===== src/rtl/hsec_pkg.sv =====
// Shared types, constants and helper functions of the Hamming single-error coder.
`default_nettype none

package hsec_pkg;

	localparam int MSG_BITS  = 57;
	localparam int CODE_BITS = 64;
	localparam int SYN_BITS  = 7;
	localparam int LEN_BITS  = 6;

	localparam logic [LEN_BITS-1:0] MSG_MIN     = 6'd1;
	localparam logic [LEN_BITS-1:0] MSG_MAX     = 6'd57;
	localparam logic [LEN_BITS-1:0] LEN_K_RESET = 6'd4;
	localparam logic [LEN_BITS-1:0] LEN_N_RESET = 6'd7;

	typedef enum logic [0:0] {
		CMD_ENCODE  = 1'b0,
		CMD_CORRECT = 1'b1
	} cmd_t;

	// Message length in use and the codeword length that goes with it.
	typedef struct packed {
		logic [LEN_BITS-1:0] k;
		logic [LEN_BITS-1:0] n;
	} len_cfg_t;

	typedef struct packed {
		logic [CODE_BITS-1:0] codeword;
		logic [MSG_BITS-1:0]  message;
		logic [SYN_BITS-1:0]  err_pos;
		logic                 unc;
	} result_t;

	function automatic logic is_pow2(input int p);
		return (p != 0) && ((p & (p - 1)) == 0);
	endfunction

	// Bit b is set when position b+1 has syndrome bit i set.
	function automatic logic [CODE_BITS-1:0] syn_mask(input int i);
		logic [CODE_BITS-1:0] m;
		m = '0;
		for (int b = 0; b < CODE_BITS; b++) begin
			m[b] = 1'(((b + 1) >> i) & 1);
		end
		return m;
	endfunction

endpackage

`default_nettype wire


===== src/rtl/hsec_ifs.sv =====
// Channel interfaces: request, response and configuration write.
`default_nettype none

interface hsec_req_if;
	logic                           valid;
	logic                           ready;
	logic                           cmd;
	logic [hsec_pkg::MSG_BITS-1:0]  message_in;
	logic [hsec_pkg::CODE_BITS-1:0] received_word;

	modport source (output valid, output cmd, output message_in, output received_word,
		input ready);
	modport sink (input valid, input cmd, input message_in, input received_word,
		output ready);
endinterface

interface hsec_rsp_if;
	logic                           valid;
	logic                           ready;
	logic [hsec_pkg::CODE_BITS-1:0] codeword_out;
	logic [hsec_pkg::MSG_BITS-1:0]  message_out;
	logic [hsec_pkg::SYN_BITS-1:0]  error_position;
	logic                           uncorrectable;

	modport source (output valid, output codeword_out, output message_out,
		output error_position, output uncorrectable, input ready);
	modport sink (input valid, input codeword_out, input message_out,
		input error_position, input uncorrectable, output ready);
endinterface

interface hsec_cfg_if;
	logic                          valid;
	logic                          ready;
	logic [hsec_pkg::LEN_BITS-1:0] message_length;

	modport source (output valid, output message_length, input ready);
	modport sink (input valid, input message_length, output ready);
endinterface

`default_nettype wire


===== src/rtl/hsec_cfg.sv =====
// Message length register with saturation and codeword length derivation.
`default_nettype none

module hsec_cfg (
	input  wire logic           clk,
	input  wire logic           arst_n,
	hsec_cfg_if.sink            cfg,
	output hsec_pkg::len_cfg_t  len
);

	logic [hsec_pkg::LEN_BITS-1:0] k_sat;
	logic [hsec_pkg::LEN_BITS-1:0] r_cnt;
	logic [hsec_pkg::LEN_BITS-1:0] k_q;
	logic [hsec_pkg::LEN_BITS-1:0] n_q;

	assign cfg.ready = 1'b1;

	// Parity count is the least r with 2^r >= k + r + 1.
	always_comb begin
		if (cfg.message_length < hsec_pkg::MSG_MIN) begin
			k_sat = hsec_pkg::MSG_MIN;
		end else if (cfg.message_length > hsec_pkg::MSG_MAX) begin
			k_sat = hsec_pkg::MSG_MAX;
		end else begin
			k_sat = cfg.message_length;
		end
		if (k_sat <= 6'd1) begin
			r_cnt = 6'd2;
		end else if (k_sat <= 6'd4) begin
			r_cnt = 6'd3;
		end else if (k_sat <= 6'd11) begin
			r_cnt = 6'd4;
		end else if (k_sat <= 6'd26) begin
			r_cnt = 6'd5;
		end else begin
			r_cnt = 6'd6;
		end
	end

	always_ff @(posedge clk or negedge arst_n) begin
		if (!arst_n) begin
			k_q <= hsec_pkg::LEN_K_RESET;
			n_q <= hsec_pkg::LEN_N_RESET;
		end else if (cfg.valid && cfg.ready) begin
			k_q <= k_sat;
			n_q <= k_sat + r_cnt;
		end
	end

	assign len.k = k_q;
	assign len.n = n_q;

endmodule

`default_nettype wire


===== src/rtl/hsec_core.sv =====
// Combinational encode and check-and-correct logic for one registered item.
`default_nettype none

module hsec_core (
	input  wire logic                           cmd,
	input  wire logic [hsec_pkg::MSG_BITS-1:0]  msg,
	input  wire logic [hsec_pkg::CODE_BITS-1:0] rx,
	input  wire hsec_pkg::len_cfg_t             len,
	output hsec_pkg::result_t                   res
);

	logic [hsec_pkg::MSG_BITS-1:0]  msg_m;
	logic [hsec_pkg::CODE_BITS-1:0] code_mask;
	logic [hsec_pkg::CODE_BITS-1:0] data_w;
	logic [hsec_pkg::CODE_BITS-1:0] enc_w;
	logic [hsec_pkg::CODE_BITS-1:0] rx_m;
	logic [hsec_pkg::CODE_BITS-1:0] flip;
	logic [hsec_pkg::CODE_BITS-1:0] dec_w;
	logic [hsec_pkg::MSG_BITS-1:0]  dec_msg;
	logic [hsec_pkg::SYN_BITS-1:0]  syn_e;
	logic [hsec_pkg::SYN_BITS-1:0]  syn_d;
	logic                           unc;

	always_comb begin
		for (int j = 0; j < hsec_pkg::MSG_BITS; j++) begin
			msg_m[j] = msg[j] & (j < int'(len.k));
		end
		for (int b = 0; b < hsec_pkg::CODE_BITS; b++) begin
			code_mask[b] = (b < int'(len.n));
		end
	end

	// Message bits fill the non-power-of-two positions in order. With k bits in
	// use they land exactly in positions 1..n, so no further masking is needed.
	always_comb begin
		int j;
		j = 0;
		data_w = '0;
		for (int p = 1; p < hsec_pkg::CODE_BITS; p++) begin
			if (!hsec_pkg::is_pow2(p)) begin
				if (j < hsec_pkg::MSG_BITS) begin
					data_w[p-1] = msg_m[j];
				end
				j++;
			end
		end
	end

	always_comb begin
		for (int i = 0; i < hsec_pkg::SYN_BITS; i++) begin
			syn_e[i] = ^(data_w & hsec_pkg::syn_mask(i));
			syn_d[i] = ^(rx_m & hsec_pkg::syn_mask(i));
		end
	end

	assign rx_m = rx & code_mask;

	// Parity bit at position 2^i takes syndrome bit i of the data-only word.
	always_comb begin
		enc_w = data_w;
		for (int i = 0; i < hsec_pkg::SYN_BITS; i++) begin
			enc_w[(1 << i) - 1] = syn_e[i];
		end
	end

	assign unc = (syn_d > {1'b0, len.n});

	always_comb begin
		for (int b = 0; b < hsec_pkg::CODE_BITS; b++) begin
			flip[b] = !unc && (syn_d == hsec_pkg::SYN_BITS'(b + 1));
		end
	end

	assign dec_w = rx_m ^ flip;

	always_comb begin
		int j;
		j = 0;
		dec_msg = '0;
		for (int p = 1; p < hsec_pkg::CODE_BITS; p++) begin
			if (!hsec_pkg::is_pow2(p)) begin
				if (j < hsec_pkg::MSG_BITS) begin
					dec_msg[j] = dec_w[p-1];
				end
				j++;
			end
		end
	end

	always_comb begin
		if (cmd == hsec_pkg::CMD_CORRECT) begin
			res.codeword = dec_w;
			res.message  = dec_msg;
			res.err_pos  = syn_d;
			res.unc      = unc;
		end else begin
			res.codeword = enc_w;
			res.message  = msg_m;
			res.err_pos  = '0;
			res.unc      = 1'b0;
		end
	end

endmodule

`default_nettype wire


===== src/rtl/hamming_sec_encode_correct_top.sv =====
// Top level of the Hamming single-error-correcting encoder and corrector.
//
//   channel  dir  payload                                           transfer
//   req      in   cmd, message_in, received_word                    valid & ready
//   rsp      out  codeword_out, message_out, error_position,        valid & ready
//                 uncorrectable
//   cfg      in   message_length                                    valid & ready
//
// One item per cycle sustained while rsp.ready stays high; a result passes through the input
// register and the result register around the coder logic before it is presented.
// Reset clears the valid bits and loads a message length of four.
// A stalled response holds its data; requests keep flowing until both registers are full.
// The configuration channel is always ready.
`default_nettype none

module hamming_sec_encode_correct_top (
	input  wire logic  clk,
	input  wire logic  arst_n,
	hsec_req_if.sink   req,
	hsec_rsp_if.source rsp,
	hsec_cfg_if.sink   cfg
);

	hsec_pkg::len_cfg_t len;
	hsec_pkg::result_t  res;

	logic                           vld_s1;
	logic                           cmd_s1;
	logic [hsec_pkg::MSG_BITS-1:0]  msg_s1;
	logic [hsec_pkg::CODE_BITS-1:0] rx_s1;
	logic                           vld_s2;
	hsec_pkg::result_t              res_s2;
	logic                           adv_s2;
	logic                           load_s1;

	hsec_cfg u_cfg (
		.clk    (clk),
		.arst_n (arst_n),
		.cfg    (cfg),
		.len    (len)
	);

	hsec_core u_core (
		.cmd (cmd_s1),
		.msg (msg_s1),
		.rx  (rx_s1),
		.len (len),
		.res (res)
	);

	assign adv_s2    = !vld_s2 || rsp.ready;
	assign req.ready = !vld_s1 || adv_s2;
	assign load_s1   = req.valid && req.ready;

	always_ff @(posedge clk or negedge arst_n) begin
		if (!arst_n) begin
			vld_s1 <= 1'b0;
			vld_s2 <= 1'b0;
		end else begin
			vld_s1 <= load_s1 || (vld_s1 && !adv_s2);
			vld_s2 <= (vld_s1 && adv_s2) || (vld_s2 && !rsp.ready);
		end
	end

	always_ff @(posedge clk) begin
		if (load_s1) begin
			cmd_s1 <= req.cmd;
			msg_s1 <= req.message_in;
			rx_s1  <= req.received_word;
		end
		if (vld_s1 && adv_s2) begin
			res_s2 <= res;
		end
	end

	assign rsp.valid          = vld_s2;
	assign rsp.codeword_out   = res_s2.codeword;
	assign rsp.message_out    = res_s2.message;
	assign rsp.error_position = res_s2.err_pos;
	assign rsp.uncorrectable  = res_s2.unc;

endmodule

`default_nettype wire


===== src/flat_wrapper.sv =====
// flat-port wrapper written by rule: the top's interface ports become plain ports
module hamming_sec_encode_correct_top_flat 
  (clk, arst_n, req_valid, req_cmd, req_message_in, req_received_word, req_ready, rsp_valid, rsp_codeword_out, rsp_message_out, rsp_error_position, rsp_uncorrectable, rsp_ready, cfg_valid, cfg_message_length, cfg_ready);
  hsec_req_if req_i ();
  hsec_rsp_if rsp_i ();
  hsec_cfg_if cfg_i ();
  input  wire logic clk;
  input  wire logic arst_n;
  input wire logic [$bits(req_i.valid)-1:0] req_valid;
  input wire logic [$bits(req_i.cmd)-1:0] req_cmd;
  input wire logic [$bits(req_i.message_in)-1:0] req_message_in;
  input wire logic [$bits(req_i.received_word)-1:0] req_received_word;
  output wire logic [$bits(req_i.ready)-1:0] req_ready;
  output wire logic [$bits(rsp_i.valid)-1:0] rsp_valid;
  output wire logic [$bits(rsp_i.codeword_out)-1:0] rsp_codeword_out;
  output wire logic [$bits(rsp_i.message_out)-1:0] rsp_message_out;
  output wire logic [$bits(rsp_i.error_position)-1:0] rsp_error_position;
  output wire logic [$bits(rsp_i.uncorrectable)-1:0] rsp_uncorrectable;
  input wire logic [$bits(rsp_i.ready)-1:0] rsp_ready;
  input wire logic [$bits(cfg_i.valid)-1:0] cfg_valid;
  input wire logic [$bits(cfg_i.message_length)-1:0] cfg_message_length;
  output wire logic [$bits(cfg_i.ready)-1:0] cfg_ready;
  assign req_i.valid = req_valid;
  assign req_i.cmd = req_cmd;
  assign req_i.message_in = req_message_in;
  assign req_i.received_word = req_received_word;
  assign req_ready = req_i.ready;
  assign rsp_valid = rsp_i.valid;
  assign rsp_codeword_out = rsp_i.codeword_out;
  assign rsp_message_out = rsp_i.message_out;
  assign rsp_error_position = rsp_i.error_position;
  assign rsp_uncorrectable = rsp_i.uncorrectable;
  assign rsp_i.ready = rsp_ready;
  assign cfg_i.valid = cfg_valid;
  assign cfg_i.message_length = cfg_message_length;
  assign cfg_ready = cfg_i.ready;
  hamming_sec_encode_correct_top u_core (.clk(clk), .arst_n(arst_n), .req(req_i), .rsp(rsp_i), .cfg(cfg_i));
endmodule

===== config.mk =====
export PLATFORM = sky130hd
export DESIGN_NAME = hamming_sec_encode_correct_top_flat
export DESIGN_NICKNAME = d
export VERILOG_FILES = /design/src/rtl/hsec_pkg.sv /design/src/rtl/hsec_ifs.sv /design/src/rtl/hsec_cfg.sv /design/src/rtl/hsec_core.sv /design/src/rtl/hamming_sec_encode_correct_top.sv /design/src/flat_wrapper.sv
export SDC_FILE = /design/constraint.sdc
export NUM_CORES = 1
export LEC_CHECK = 0
export ABC_AREA = 1
export BUFFER_PORTS_ARGS = -buffer_cell sky130_fd_sc_hd__buf_4
export CAP_MARGIN = 20
export CORE_MARGIN = 2
export CORE_UTILIZATION = 40
export CTS_CLUSTER_DIAMETER = 150
export DETAILED_ROUTE_END_ITERATION = 10
export GPL_TIMING_DRIVEN = 0
export PLACE_DENSITY_LB_ADDON = 0.08
export SETUP_SLACK_MARGIN = 0.05
export SYNTH_ARGS = -nofsm -noshare
export SYNTH_HDL_FRONTEND = slang
export SYNTH_SLANG_ARGS = --single-unit

===== constraint.sdc =====
create_clock -name clk -period 9.9 [get_ports clk]
set_input_delay 0.99 -clock clk [delete_from_list [all_inputs] [get_ports clk]]
set_output_delay 0.99 -clock clk [all_outputs]
set_load 0.005 [all_outputs]

## Word-level counts from Yosys, hierarchy flattened

Index checks and enable logic that the tools add are counted.

| storage, ports and cells | value |
|---|---|
| input port bits | 133 |
| RAM bits | 0 |
| register bits | 265 |
| memory bits (read-only) | 0 |
| logic and storage cells | 360 |
| bits in latches | 0 |
| memories kept | 0 |
| output and inout port bits | 132 |

| operators by class | value |
|---|---|
| equal/unequal tests | 64 |
| multipliers | 0 |
| add/sub/neg operators | 1 |
| shift operators | 0 |
| magnitude comparators | 127 |
| bitwise operators | 59 |
| mux-type cells | 7 |
| reduce and logical (&&, ||, !) cells | 90 |
| divide/modulo/power cells | 0 |

Operator list:

| kind | count |
|---|---|
| $reduce_xor A64 Y1 | 13 |
| $lt A6 B6 Y1 const A | 56 |
| $eq A7 B6 Y1 const B | 32 |
| $lt A5 B6 Y1 const A | 32 |
| $mux W128 | 1 |
| $eq A7 B5 Y1 const B | 16 |
| $lt A4 B6 Y1 const A | 16 |
| $logic_and A1 B1 Y1 | 68 |
| $and A64 B63 Y64 | 1 |
| $xor A64 B64 Y64 | 1 |
| $and A1 B1 Y1 | 57 |
| $eq A7 B4 Y1 const B | 8 |
| $lt A3 B6 Y1 const A | 8 |
| $eq A7 B3 Y1 const B | 4 |
| $lt A1 B6 Y1 const A | 4 |
| $lt A2 B6 Y1 const A | 4 |
| $eq A7 B2 Y1 const B | 2 |
| $mux W6 | 2 |
| $eq A7 B1 Y1 const B | 1 |
| $eq A7 B7 Y1 const B | 1 |
| $gt A7 B6 Y1 | 1 |
| $add A6 B6 Y6 | 1 |
| $gt A6 B6 Y1 const B | 1 |
| $le A6 B1 Y1 const B | 1 |
| 8 further kinds | 17 |

## Logic depth before layout (Yosys ltp)

Gate-level depths: netlist of run 1.

| logic depth | value |
|---|---|
| depth in word-level cells | 9 |
| mapped depth | 31 |
| mapped depth without buffers | 29 |

## By module

Synthesis of run 1 repeated with hierarchy kept, for this count alone.

| second synthesis, totals | value |
|---|---|
| cell total of the unflattened synthesis | 1825 |
| area total of the unflattened synthesis | 15737.6 µm² |

By module, submodules not included:

| module | instances | cells an instance | area an instance (µm²) |
|---|---|---|---|
| hamming_sec_encode_correct_top | 1 | 263 | 7632.3 |
| hsec_core | 1 | 1474 | 7388.3 |
| hsec_cfg | 1 | 88 | 716.9 |

## Worst setup path after synthesis of run 1

No wires, ideal clock.

| timing | value |
|---|---|
| path type | input -> register |
| start point | input rsp_ready |
| end point | register u_core.res_s2 (netlist bit u_core.rsp.codeword_out[0]), enable pin |
| data required time | 9.379 ns |
| data arrival time | 4.428 ns |
| path buffers | 0 |
| setup slack | 4.951 ns |
| stages | 2 |
| cell sequence | inv_1 > a21oi_1 |

| between the ends | value |
|---|---|
| longest elaborated chain between the ends | 2 |

RTL lines:

| item | RTL line | source |
|---|---|---|
| from (decl) | flat_wrapper.sv:19 | `input wire logic [$bits(rsp_i.ready)-1:0] rsp_ready;` |
| $logic_or A1 B1 Y1 | hamming_sec_encode_correct_top.sv:51 | `assign adv_s2 = !vld_s2 \|\| rsp.ready;` |
| $logic_and A1 B1 Y1 | hamming_sec_encode_correct_top.sv:71 | `if (vld_s1 && adv_s2) begin` |
| to (signal assigned) | hamming_sec_encode_correct_top.sv:72 | `res_s2 <= res;` |
| to (decl) | hamming_sec_encode_correct_top.sv:32 | `hsec_pkg::result_t res_s2;` |

No other way between the ends.
A chain may end at the register's enable or synchronous reset.

## Worst setup path in the final report of run 1

| timing | value |
|---|---|
| start point | register u_core.u_cfg.n_q[2] in the netlist's numbering |
| end point | register u_core.res_s2 (netlist bit u_core.rsp.message_out[32]), data pin |

| between the ends | value |
|---|---|
| longest elaborated chain between the ends | 8 |
| elaborated cells between the ends (all ways) | 76 |

RTL lines:

| item | RTL line | source |
|---|---|---|
| from (decl) | hsec_cfg.sv:14 | `logic [hsec_pkg::LEN_BITS-1:0] n_q;` |
| from (signal assigned) | hsec_cfg.sv:43 | `n_q <= hsec_pkg::LEN_N_RESET;` |
| from (signal assigned) | hsec_cfg.sv:46 | `n_q <= k_sat + r_cnt;` |
| $lt A4 B6 Y1 (tied with other cells) | hsec_core.sv:29 | `code_mask[b] = (b < int'(len.n));` |
| $and A64 B63 Y64 (*) | hsec_core.sv:56 | `assign rx_m = rx & code_mask;` |
| $reduce_xor A64 Y1 (*) | hsec_core.sv:52 | `syn_d[i] = ^(rx_m & hsec_pkg::syn_mask(i));` |
| net u_core.u_core.syn_d (one bit) | hsec_core.sv:21 | `logic [hsec_pkg::SYN_BITS-1:0] syn_d;` |
| $gt A7 B6 Y1 | hsec_core.sv:66 | `assign unc = (syn_d > {1'b0, len.n});` |
| $logic_not A1 Y1 | hsec_core.sv:70 | `flip[b] = !unc && (syn_d == hsec_pkg::SYN_BITS'(b + 1));` |
| $logic_and A1 B1 Y1 (*) | hsec_core.sv:70 |  |
| $xor A64 B64 Y64 (*) | hsec_core.sv:74 | `assign dec_w = rx_m ^ flip;` |
| $mux W128 (*) | hsec_core.sv:91 | `if (cmd == hsec_pkg::CMD_CORRECT) begin` |

The timed path passes the listed nets; every way through them passes the cells marked *.

==> results.py, run 1 <==
metrics = {
    "run_status": {
        "status": "finished, final reports clean",
    },
    "logic_synthesis": {
        "async_flop_share": 0.0683,
        "synth_top_cell_area_share": 0.398,
        "synth_area_um2": 14400,
        "syn_avg_cell_area_um2": 7.94,
        "ys_seq_elements": 205,
        "ys_seq_area_frac": 0.422,
        "synthFlopType": "edfxtp_1",
        "yosys_warnings": 0,
        "synth_cells": 1817,
        "ys_top_cells_by_area": "edfxtp_1, nand2_1, nand3_1, xor2_1, inv_1",
        "synth-edff-count": 191,
        "synth_top_area_cell": "edfxtp_1",
        "synth_cell_types": 47,
    },
    "setup_path": {
        "worst_setup_path_start_kind": "flip-flop",
        "critPathMaxFanout": 10,
        "path_class": "reg -> reg",
        "worstReg2RegStart": "u_core.u_cfg.n_q[2]$_DFFE_PN1P_",
        "worst_setup_path_end_kind": "flip-flop",
        "cp.arrival_ps": 5370,
        "startpoint": "u_core.u_cfg.n_q[2]$_DFFE_PN1P_",
        "crit_required_ps": 10180,
    },
    "cells_and_area": {
        "utilization": 0.500,
        "antenna_cells": 0,
        "multi_input_area_um2": 7000,
        "fin_nets": 2248,
        "drive_gt1_frac": 0.229,
        "syn2layout_area_growth_pct": 23.2,
        "register_area_um2": 6090,
        "fillCellCount": 3484,
        "fin_area_um2": 17800,
    },
    "clock_tree": {
        "cts_resized": 0,
        "cts.sinks": 205,
        "worstSkewPairLatency_ps": 540,
        "cts_htree_levels": 1,
        "path_clk_slew_ps": 60,
        "cts_setup_buffers": 0,
        "numCtsBuffers": 23,
        "postCtsHoldBufs": 0,
        "cts_buffer_depth": 3,
        "cts-root-buf": "clkbuf_16",
        "cts_tree": "yes",
    },
    "pwr": {
        "cellPowerDensity_nw_per_um2": 252,
        "peakVddDrop_v": 0.000266,
        "clkPwrFrac": 0.185,
        "internal_power_w": 0.00236,
        "power.switching_fraction": 0.474,
        "p_sw_w": 0.00213,
        "p_comb_frac": 0.564,
        "p_leak_nw": 8.40,
        "p_seq_frac": 0.251,
    },
    "timing": {
        "finalSetupViolCount": 0,
        "rsz0062_at_grt": "false",
        "slew_violations": 0,
        "fin_tns_setup_ps": 0,
        "finalCritPeriodShare": 0.514,
        "timing.slew.headroom": 0.345,
        "finClkSkew_ps": 16.0,
        "finalCriticalPeriod_ps": 5090,
        "worst_pin_slew_ps": 972,
        "hold_viol": 0,
        "holdWs_ps": 310,
        "timing.fmax_mhz": 196,
        "setup_ws_ps": 4810,
    },
    "flow_run": {
        "maxCapViolCount": 0,
    },
    "floorplan": {
        "dieArea_um2": 37600,
        "fp.dieW_um": 194,
        "initial_utilization": 0.406,
        "coreArea_um2": 35600,
        "ios": 265,
        "die_h_um": 194,
        "rows": 69,
    },
    "global_route": {
        "grt_overflow": 0,
        "grt_pass1_wl_mm": 74.0,
        "grt_pass1_vias": 12682,
        "grt_max_degree": 71,
        "track_usage": 0.260,
        "antenna_found_initial": 0,
    },
    "worst_hold_path": {
        "hp-class": "in -> async",
    },
    "detailed_routing": {
        "wirelength_mm": 49.8,
        "drt_iter0_drc": 1129,
        "drtAntennaViolNets": 0,
        "first_pass_iters": 5,
        "wire_per_inst_um": 19.3,
        "vias_per_cell": 5.14,
        "drc": 0,
        "num_vias": 13265,
    },
    "place": {
        "io_buffers": 260,
        "place_worst_setup_slack_ps": 4950,
        "place_area_um2": 17000,
        "hpwl_mm": 41.2,
        "globalplace.congestion": 0.908,
    },
}
==> cell type report <==
class / instances / share of cell area
multi-input cells: 1337 / 0.394
clock inverters: 16 / 0.00817
well taps: 461 / 0.0325
repair buffers: 263 / 0.114
plain buffers: 105 / 0.0395
inverters: 171 / 0.0368
clock buffers: 25 / 0.0328
flip-flops and latches: 205 / 0.343
==> layout by cell type, fill, tap and decap left out, drive strengths merged, types with 2 or more instances in the layout <==
cell type	n
dfrtp	10
bufinv	2
or2	13
o211ai	10
nor3	5
conb	3
nand4	11
xnor2	67
nand3	301
o221ai	2
clkbuf	38
a21oi	14
o21ai	45
dfstp	4
nand2	563
xor2	131
nand3b	2
ha	8
inv	169
nor2	153
and2	3
buf	355
clkinv	15
edfxtp	191
==> critical path, stage by stage, from the launching register on <==
cell,delay [ps]
dfstp_2,510
buf_4,200
nand2_2,210
inv_1,340
nand2_1,230
nor2_1,150
nor2_1,110
nand2_1,110
nand2_1,90
nand2_1,80
nand2_1,130
xor2_2,230
xnor2_1,340
nand3b_1,170
nand2_2,140
inv_4,120
ha_1,230
nand2_1,60
inv_1,50
a221oi_1,290
nand2_2,110
nand2_4,130
buf_4,210
buf_4,210
nand3_1,90
nand3_1,200
nand2_1,80
==> power groups by stage <==
| stage | clock (W) | sequential (W) | combinational, W |
|---|---|---|---|
| after floorplan | 0 | 0.00113 | 0.00170 |
| after global placement | 0 | 0.00115 | 0.00246 |
| after detailed placement | 0 | 0.00114 | 0.00248 |
| after CTS | 0.000848 | 0.00113 | 0.00249 |
| after global routing | 0.000885 | 0.00113 | 0.00275 |
| final | 0.000831 | 0.00112 | 0.00253 |
==> cell usage after synthesis, drive strengths merged (2+ instances only) <==
cell type  number
dfstp           4
nand3         301
nand3b          2
buf            92
o211ai         10
xnor2          67
o221ai          2
conb            2
nor2          153
clkinv          3
dfrtp          10
and2            3
edfxtp        191
a21oi          14
nand4          11
nand2         563
nor3            5
or2            13
o21ai          45
xor2          131
inv           168
ha              8
clkbuf         13
==> stage by stage <==
step / power (W) / std cells
3_3_place_gp: 0.00361 / 2539
3_5_place_dp: 0.00362 / 2542
2_1_floorplan: 0.00283 / 1818
6_report: 0.00448 / 2583
5_1_grt: 0.00477 / 2583
4_1_cts: 0.00446 / 2583
==> routing by layer <==
metal	track usage	vias to the layer above	part of all wire
met5	0	-	0
met3	0.0411	69	0.076
met2	0.446	574	0.48
li1	-	6430	-
met1	0.340	6192	0.42
met4	0.0715	0	0.029
==> cells by family after synthesis <==
family / share of synthesized area
compound gates: 0.0309
xor+xnor: 0.123
fa+ha+maj: 0.00833
buf+inv: 0.0937
flops: 0.422
other cells: 0.000521
simple gates: 0.322
==> registers in the layout, summed over array words and instances (netlist names) <==
signal and cells:
u_core.rx_s1 63, u_core.msg_s1 57, u_core.rsp.message_out 57, u_core.rsp.codeword_out 6
u_core.rsp.error_position 6, u_core.u_cfg.k_q 6, u_core.u_cfg.n_q 6, u_core.cmd_s1 1
u_core.rsp.uncorrectable 1, u_core.rsp.valid 1, u_core.vld_s1 1
==> path summary, 6_finish.rpt <==
check                                                        to  slack [ps]  depth (start not counted)
min reg2reg                          u_core.rsp.valid$_DFF_PN0_         520                          2
min                             u_core.u_cfg.k_q[3]$_DFFE_PN0P_         310                          1
max reg2reg                u_core.rsp.message_out[32]$_DFFE_PP_        4810                         26
max                        u_core.rsp.message_out[32]$_DFFE_PP_        4810                         26
min in group clk                     u_core.rsp.valid$_DFF_PN0_         520                          2
max in group asynchronous       u_core.u_cfg.n_q[0]$_DFFE_PN1P_        9330                          1
No activity file was read; power rests on OpenSTA's default activity.
==> run 2: changes to the inputs <==
==> constraint.sdc (replaced) <==
create_clock -name clk -period 4.2 [get_ports clk]
set_input_delay 0.42 -clock clk [delete_from_list [all_inputs] [get_ports clk]]
set_output_delay 0.42 -clock clk [all_outputs]
set_load 0.005 [all_outputs]
==> results.py, run 2 (synthesis results as in run 1) <==
metrics = {
    "run_status": {
        "status": "complete, but fails checks",
        "violations": "negative setup slack",
    },
    "timing": {
        "fin_tns_setup_ps": -31.6,
        "finalCriticalPeriod_ps": 4220,
        "finalSetupViolCount": 3,
        "setup_ws_ps": -23.8,
        "worst_pin_slew_ps": 947,
        "rsz0062_at_grt": "true",
        "holdWs_ps": 45.1,
        "timing.fmax_mhz": 237,
        "timing.slew.headroom": 0.362,
        "finalCritPeriodShare": 1.01,
        "slew_violations": 0,
        "hold_viol": 0,
        "finClkSkew_ps": 23.2,
    },
    "worst_hold_path": {
        "hp-class": "in -> reg",
    },
    "detailed_routing": {
        "vias_per_cell": 5.18,
        "drtAntennaViolNets": 0,
        "drc": 0,
        "wirelength_mm": 54.7,
        "wire_per_inst_um": 20.5,
        "num_vias": 13786,
        "first_pass_iters": 6,
        "drt_iter0_drc": 1044,
    },
    "clock_tree": {
        "numCtsBuffers": 24,
        "worstSkewPairLatency_ps": 550,
        "cts_htree_levels": 1,
        "cts_buffer_depth": 3,
        "path_clk_slew_ps": 60,
        "cts-root-buf": "clkbuf_16",
        "cts.sinks": 205,
        "cts_tree": "yes",
    },
    "cells_and_area": {
        "antenna_cells": 0,
        "syn2layout_area_growth_pct": 41.3,
        "fin_nets": 2327,
        "mostFrequentLayoutCells": "nand2_1, buf_4, edfxtp_1",
        "final_cells": 2662,
        "mostFrequentLayoutCell": "nand2_1",
        "top_register": "u_core.rx_s1",
        "utilization": 0.573,
        "largest_register_ffs": 63,
        "drive_gt1_frac": 0.371,
    },
    "global_route": {
        "grt_max_degree": 71,
        "antenna_found_initial": 0,
        "track_usage": 0.275,
        "grt_pass1_wl_mm": 77.7,
        "grt_overflow": 0,
        "grt_pass1_vias": 13186,
    },
    "setup_path": {
        "critPathMaxFanout": 8,
        "crit_required_ps": 4500,
        "worst_setup_path_start_kind": "flip-flop",
        "path_buf_inv": 7,
        "cp.arrival_ps": 4520,
        "cpMostUsedCell": "nand2_2",
        "path_class": "reg -> reg",
        "slowest_stage": "dfstp_2",
        "crit_family": "simple AND/OR/NAND/NOR gates",
        "worst_setup_path_end_kind": "flip-flop",
        "cp_slowest_stage_delay_ps": 540,
    },
    "place": {
        "hpwl_mm": 41.9,
        "globalplace.congestion": 0.938,
        "dp_cells": 2542,
        "io_buffers": 260,
    },
    "floorplan": {
        "dieArea_um2": 37600,
        "rows": 69,
        "ios": 265,
        "initial_utilization": 0.406,
        "fp.dieW_um": 194,
        "die_h_um": 194,
        "coreArea_um2": 35600,
    },
    "pwr": {
        "cellPowerDensity_nw_per_um2": 681,
        "p_leak_nw": 9.24,
        "peakVddDrop_v": 0.000762,
    },
    "flow_run": {
        "maxCapViolCount": 0,
    },
}
-- run 2: cell count changes in the layout (fill, tap and decap cells not counted), sizes merged --
cell	delta
dlygate4sd3	+1
clkinv	-2
inv	-3
clkinvlp	+2
nand2	+2
clkbuf	+11
buf	+68
-- run 2: timing repair --
action	4_1_cts	5_1_grt
pin swaps	33	86
cloned	4	8
endpoints found under the setup margin	64	64
buffers inserted	46	20
resized for setup	209	197
hold buffers	1	0
hold endpoints to repair	14	0
-- run 2: per-layer routing --
| metal | vias to the layer above | share of wire | global-route usage |
|---|---|---|---|
| met5 | - | 0 | 0 |
| met4 | 0 | 0.026 | 0.0788 |
| met3 | 68 | 0.078 | 0.0600 |
| met2 | 559 | 0.48 | 0.456 |
| met1 | 6548 | 0.42 | 0.361 |
| li1 | 6611 | - | - |
-- run 2: worst paths after layout --
| check | start | to | slack [ps] | cells past startpoint |
|---|---|---|---|---|
| setup / recovery | u_core.u_cfg.n_q[1]$_DFFE_PN1P_ | u_core.rsp.message_out[25]$_DFFE_PP_ | -20 | 26 |
| hold / removal | req_message_in[23] | u_core.msg_s1[23]$_DFFE_PP_ | 50 | 1 |
| setup reg to reg | u_core.u_cfg.n_q[1]$_DFFE_PN1P_ | u_core.rsp.message_out[25]$_DFFE_PP_ | -20 | 26 |
| hold reg to reg | u_core.vld_s1$_DFF_PN0_ | u_core.rsp.valid$_DFF_PN0_ | 510 | 2 |
| max in group asynchronous | arst_n | u_core.u_cfg.n_q[1]$_DFFE_PN1P_ | 3650 | 2 |
| min in group asynchronous | arst_n | u_core.u_cfg.n_q[3]$_DFFE_PN0P_ | 280 | 2 |
-- run 2: stage by stage --
step / power (W) / setup WS [ps] / area, um2
2_1_floorplan: 0.00667 / 301 / 14400
3_3_place_gp: 0.00864 / -866 / 17000
3_5_place_dp: 0.00866 / -860 / 17000
4_1_cts: 0.0119 / 13.9 / 19200
5_1_grt: 0.0145 / -193 / 20400
6_report: 0.0139 / -23.8 / 20400
-- run 2: cell type report --
| type | instances | area [um2] |
|---|---|---|
| Tap cell | 461 | 577 |
| Fill cell | 3273 | 15200 |
| Sequential cell | 205 | 6090 |
| Timing Repair Buffer | 340 | 2810 |
| Multi-Input combinational cell | 1339 | 8580 |
| Clock inverter | 13 | 116 |
| Buffer | 104 | 878 |
| Inverter | 171 | 698 |
| Clock buffer | 29 | 641 |
-- run 2: report_power, final --
group          switching [W]  total [W]  internal (W)
clock network       0.000840    0.00204       0.00120
registers           0.000127    0.00266       0.00253
logic                0.00536    0.00919       0.00383
-- run 2: worst register-to-register path, stage by stage (launching register included) --
cell and delay, ps:
dfstp_2 540, buf_12 130, clkinvlp_4 180, buf_6 160
a21oi_4 180, nand2_4 100, xnor2_4 250, xnor2_4 180
xor2_2 220, nand2_1 100, nand2_2 90, nand2_2 70
nand3_2 100, nand3b_1 130, nand2_4 110, inv_6 40
ha_4 200, nand2_2 60, inv_2 40, a221oi_2 240
nand2_2 120, nand2_4 130, buf_12 170, clkbuf_16 170
nand3_2 70, nand3_2 110, nand2_2 90
==> run 3: changes to the inputs <==
==> constraint.sdc (replaced) <==
create_clock -name clk -period 4 [get_ports clk]
set_input_delay 0.4 -clock clk [delete_from_list [all_inputs] [get_ports clk]]
set_output_delay 0.4 -clock clk [all_outputs]
set_load 0.005 [all_outputs]
==> results.py, run 3 (synthesis results as in run 1) <==
metrics = {
    "run_status": {
        "status": "complete, but fails checks",
        "violations": "negative setup slack",
    },
    "floorplan": {
        "die_h_um": 194,
        "rows": 69,
        "dieArea_um2": 37600,
        "initial_utilization": 0.406,
        "coreArea_um2": 35600,
        "fp.dieW_um": 194,
        "ios": 265,
    },
    "detailed_routing": {
        "wirelength_mm": 55.2,
        "wire_per_inst_um": 20.5,
        "num_vias": 14009,
        "drc": 0,
        "vias_per_cell": 5.19,
        "first_pass_iters": 6,
        "drt_iter0_drc": 985,
        "drtAntennaViolNets": 0,
    },
    "clock_tree": {
        "worstSkewPairLatency_ps": 560,
        "cts_buffer_depth": 3,
        "path_clk_slew_ps": 70,
        "cts_htree_levels": 1,
        "numCtsBuffers": 24,
        "cts-root-buf": "clkbuf_16",
        "cts.sinks": 205,
        "cts_tree": "yes",
    },
    "global_route": {
        "track_usage": 0.281,
        "grtUsageMet2": 0.468,
        "use_met1": 0.367,
        "antenna_found_initial": 0,
        "grt_max_degree": 71,
        "grt_overflow": 0,
        "grt_pass1_wl_mm": 79.5,
        "use_met3": 0.0583,
        "grt.busiest_layer": "met2",
        "grt_pass1_vias": 13627,
    },
    "cells_and_area": {
        "register_area_um2": 6090,
        "fin_nets": 2363,
        "utilization": 0.599,
        "mostFrequentLayoutCell": "nand2_1",
        "multi_input_area_um2": 9130,
        "top_register": "u_core.rx_s1",
        "syn2layout_area_growth_pct": 47.6,
        "mostFrequentLayoutCells": "nand2_1, buf_4, edfxtp_1",
        "drive_gt1_frac": 0.412,
        "antenna_cells": 0,
        "fillCellCount": 3173,
        "largest_register_ffs": 63,
        "final_cells": 2698,
    },
    "setup_path": {
        "slowest_stage": "dfrtp_4",
        "cp_slowest_stage_delay_ps": 590,
        "cp.arrival_ps": 4560,
        "worst_setup_path_end_kind": "flip-flop",
        "critPathMaxFanout": 8,
        "crit_chain": "buf_8, o21ai_1, inv_2, nand3_2, xor2_2, xor2_2, xor2_2, xnor2_2, nand3_2, nand2_4, clkinv_4, ha_4, nand2_2, inv_2, a221oi_4, nand2_2, nand2_4, buf_12, buf_12, nand3_4, nand3_4, nand2_2",
        "path_buf_inv": 6,
        "path_class": "reg -> reg",
        "crit_required_ps": 4290,
        "crit_family": "simple AND/OR/NAND/NOR gates",
        "worst_setup_path_start_kind": "flip-flop",
    },
    "pwr": {
        "total_power_w": 0.0155,
        "power.switching_fraction": 0.456,
        "p_sw_w": 0.00707,
        "p_seq_frac": 0.180,
        "internal_power_w": 0.00845,
        "peakVddDrop_v": 0.000816,
        "cellPowerDensity_nw_per_um2": 729,
        "p_comb_frac": 0.682,
        "clkPwrFrac": 0.138,
        "p_leak_nw": 9.51,
    },
    "timing": {
        "fin_tns_setup_ps": -13380,
        "rsz0062_at_grt": "true",
        "finalCritPeriodShare": 1.07,
        "hold_viol": 0,
        "finalCriticalPeriod_ps": 4270,
        "finalSetupViolCount": 64,
        "timing.fmax_mhz": 234,
        "setup_ws_ps": -274,
        "worst_pin_slew_ps": 1080,
        "slew_violations": 0,
        "finClkSkew_ps": 24.4,
        "timing.slew.headroom": 0.282,
    },
    "place": {
        "hpwl_mm": 41.9,
        "place_worst_setup_slack_ps": -1060,
        "dp_cells": 2542,
        "io_buffers": 260,
        "globalplace.congestion": 0.938,
    },
    "worst_hold_path": {
        "hp-class": "in -> reg",
    },
    "flow_run": {
        "maxCapViolCount": 0,
    },
}
==> run 3: changes by cell type in the layout (fill, tap and decap cells not counted), moves of 9 or more <==
cell,change
buf_4,+17
dlygate4sd3_1,+15
nand2_1,-42
nand2_2,+32
nand2_4,+9
nand3_1,-26
nand3_4,+18
==> run 3: area by class of cell <==
cell class	instances	area share
Sequential cell	205	0.286
Tap cell	461	0.0271
Multi-Input combinational cell	1339	0.429
Clock buffer	29	0.0301
Timing Repair Buffer	375	0.147
Inverter	171	0.0329
Clock inverter	13	0.00546
Buffer	105	0.0421
==> run 3: metrics by stage <==
step | hold WS, ps | area (um2)
3_5_place_dp | 279 | 17000
5_1_grt | 11.8 | 21300
3_3_place_gp | 278 | 17000
4_1_cts | 0.0175 | 20000
6_report | 21.8 | 21300
2_1_floorplan | 104 | 14400
==> run 3: power groups by stage <==
stage                     clock network (W)  registers [W]  logic, W
after global routing                0.00226        0.00282    0.0111
after global placement                    0        0.00284   0.00623
after detailed placement                  0        0.00282   0.00627
after CTS                           0.00219        0.00279   0.00876
final                               0.00214        0.00280    0.0106
after floorplan                           0        0.00280   0.00421
==> run 3: layer usage <==
metal	share of wire	up-vias
li1	-	6680
met1	0.42	6703
met2	0.48	546
met3	0.071	80
met4	0.027	0
met5	0	-
==> run 3: final timing paths <==
path	slack [ps]	start	end	depth (start not counted)
worst max-delay path	-270	u_core.u_cfg.n_q[5]$_DFFE_PN0P_	u_core.rsp.message_out[30]$_DFFE_PP_	22
worst min-delay path	20	req_received_word[60]	u_core.rx_s1[60]$_DFFE_PP_	1
worst max register to register	-270	u_core.u_cfg.n_q[5]$_DFFE_PN0P_	u_core.rsp.message_out[30]$_DFFE_PP_	22
worst min register to register	510	u_core.vld_s1$_DFF_PN0_	u_core.rsp.valid$_DFF_PN0_	2
max in group asynchronous	3480	arst_n	u_core.u_cfg.n_q[1]$_DFFE_PN1P_	2
min in group asynchronous	260	arst_n	u_core.u_cfg.n_q[3]$_DFFE_PN0P_	2
==> run 3: what timing repair did <==
| action | in CTS | in global routing |
|---|---|---|
| pin swaps | 70 | 136 |
| setup endpoints to repair | 64 | 64 |
| gates cloned | 8 | 5 |
| gates resized for setup | 337 | 200 |
| hold endpoints to repair | 29 | 0 |
| setup buffers | 58 | 28 |
| hold buffers | 16 | 0 |
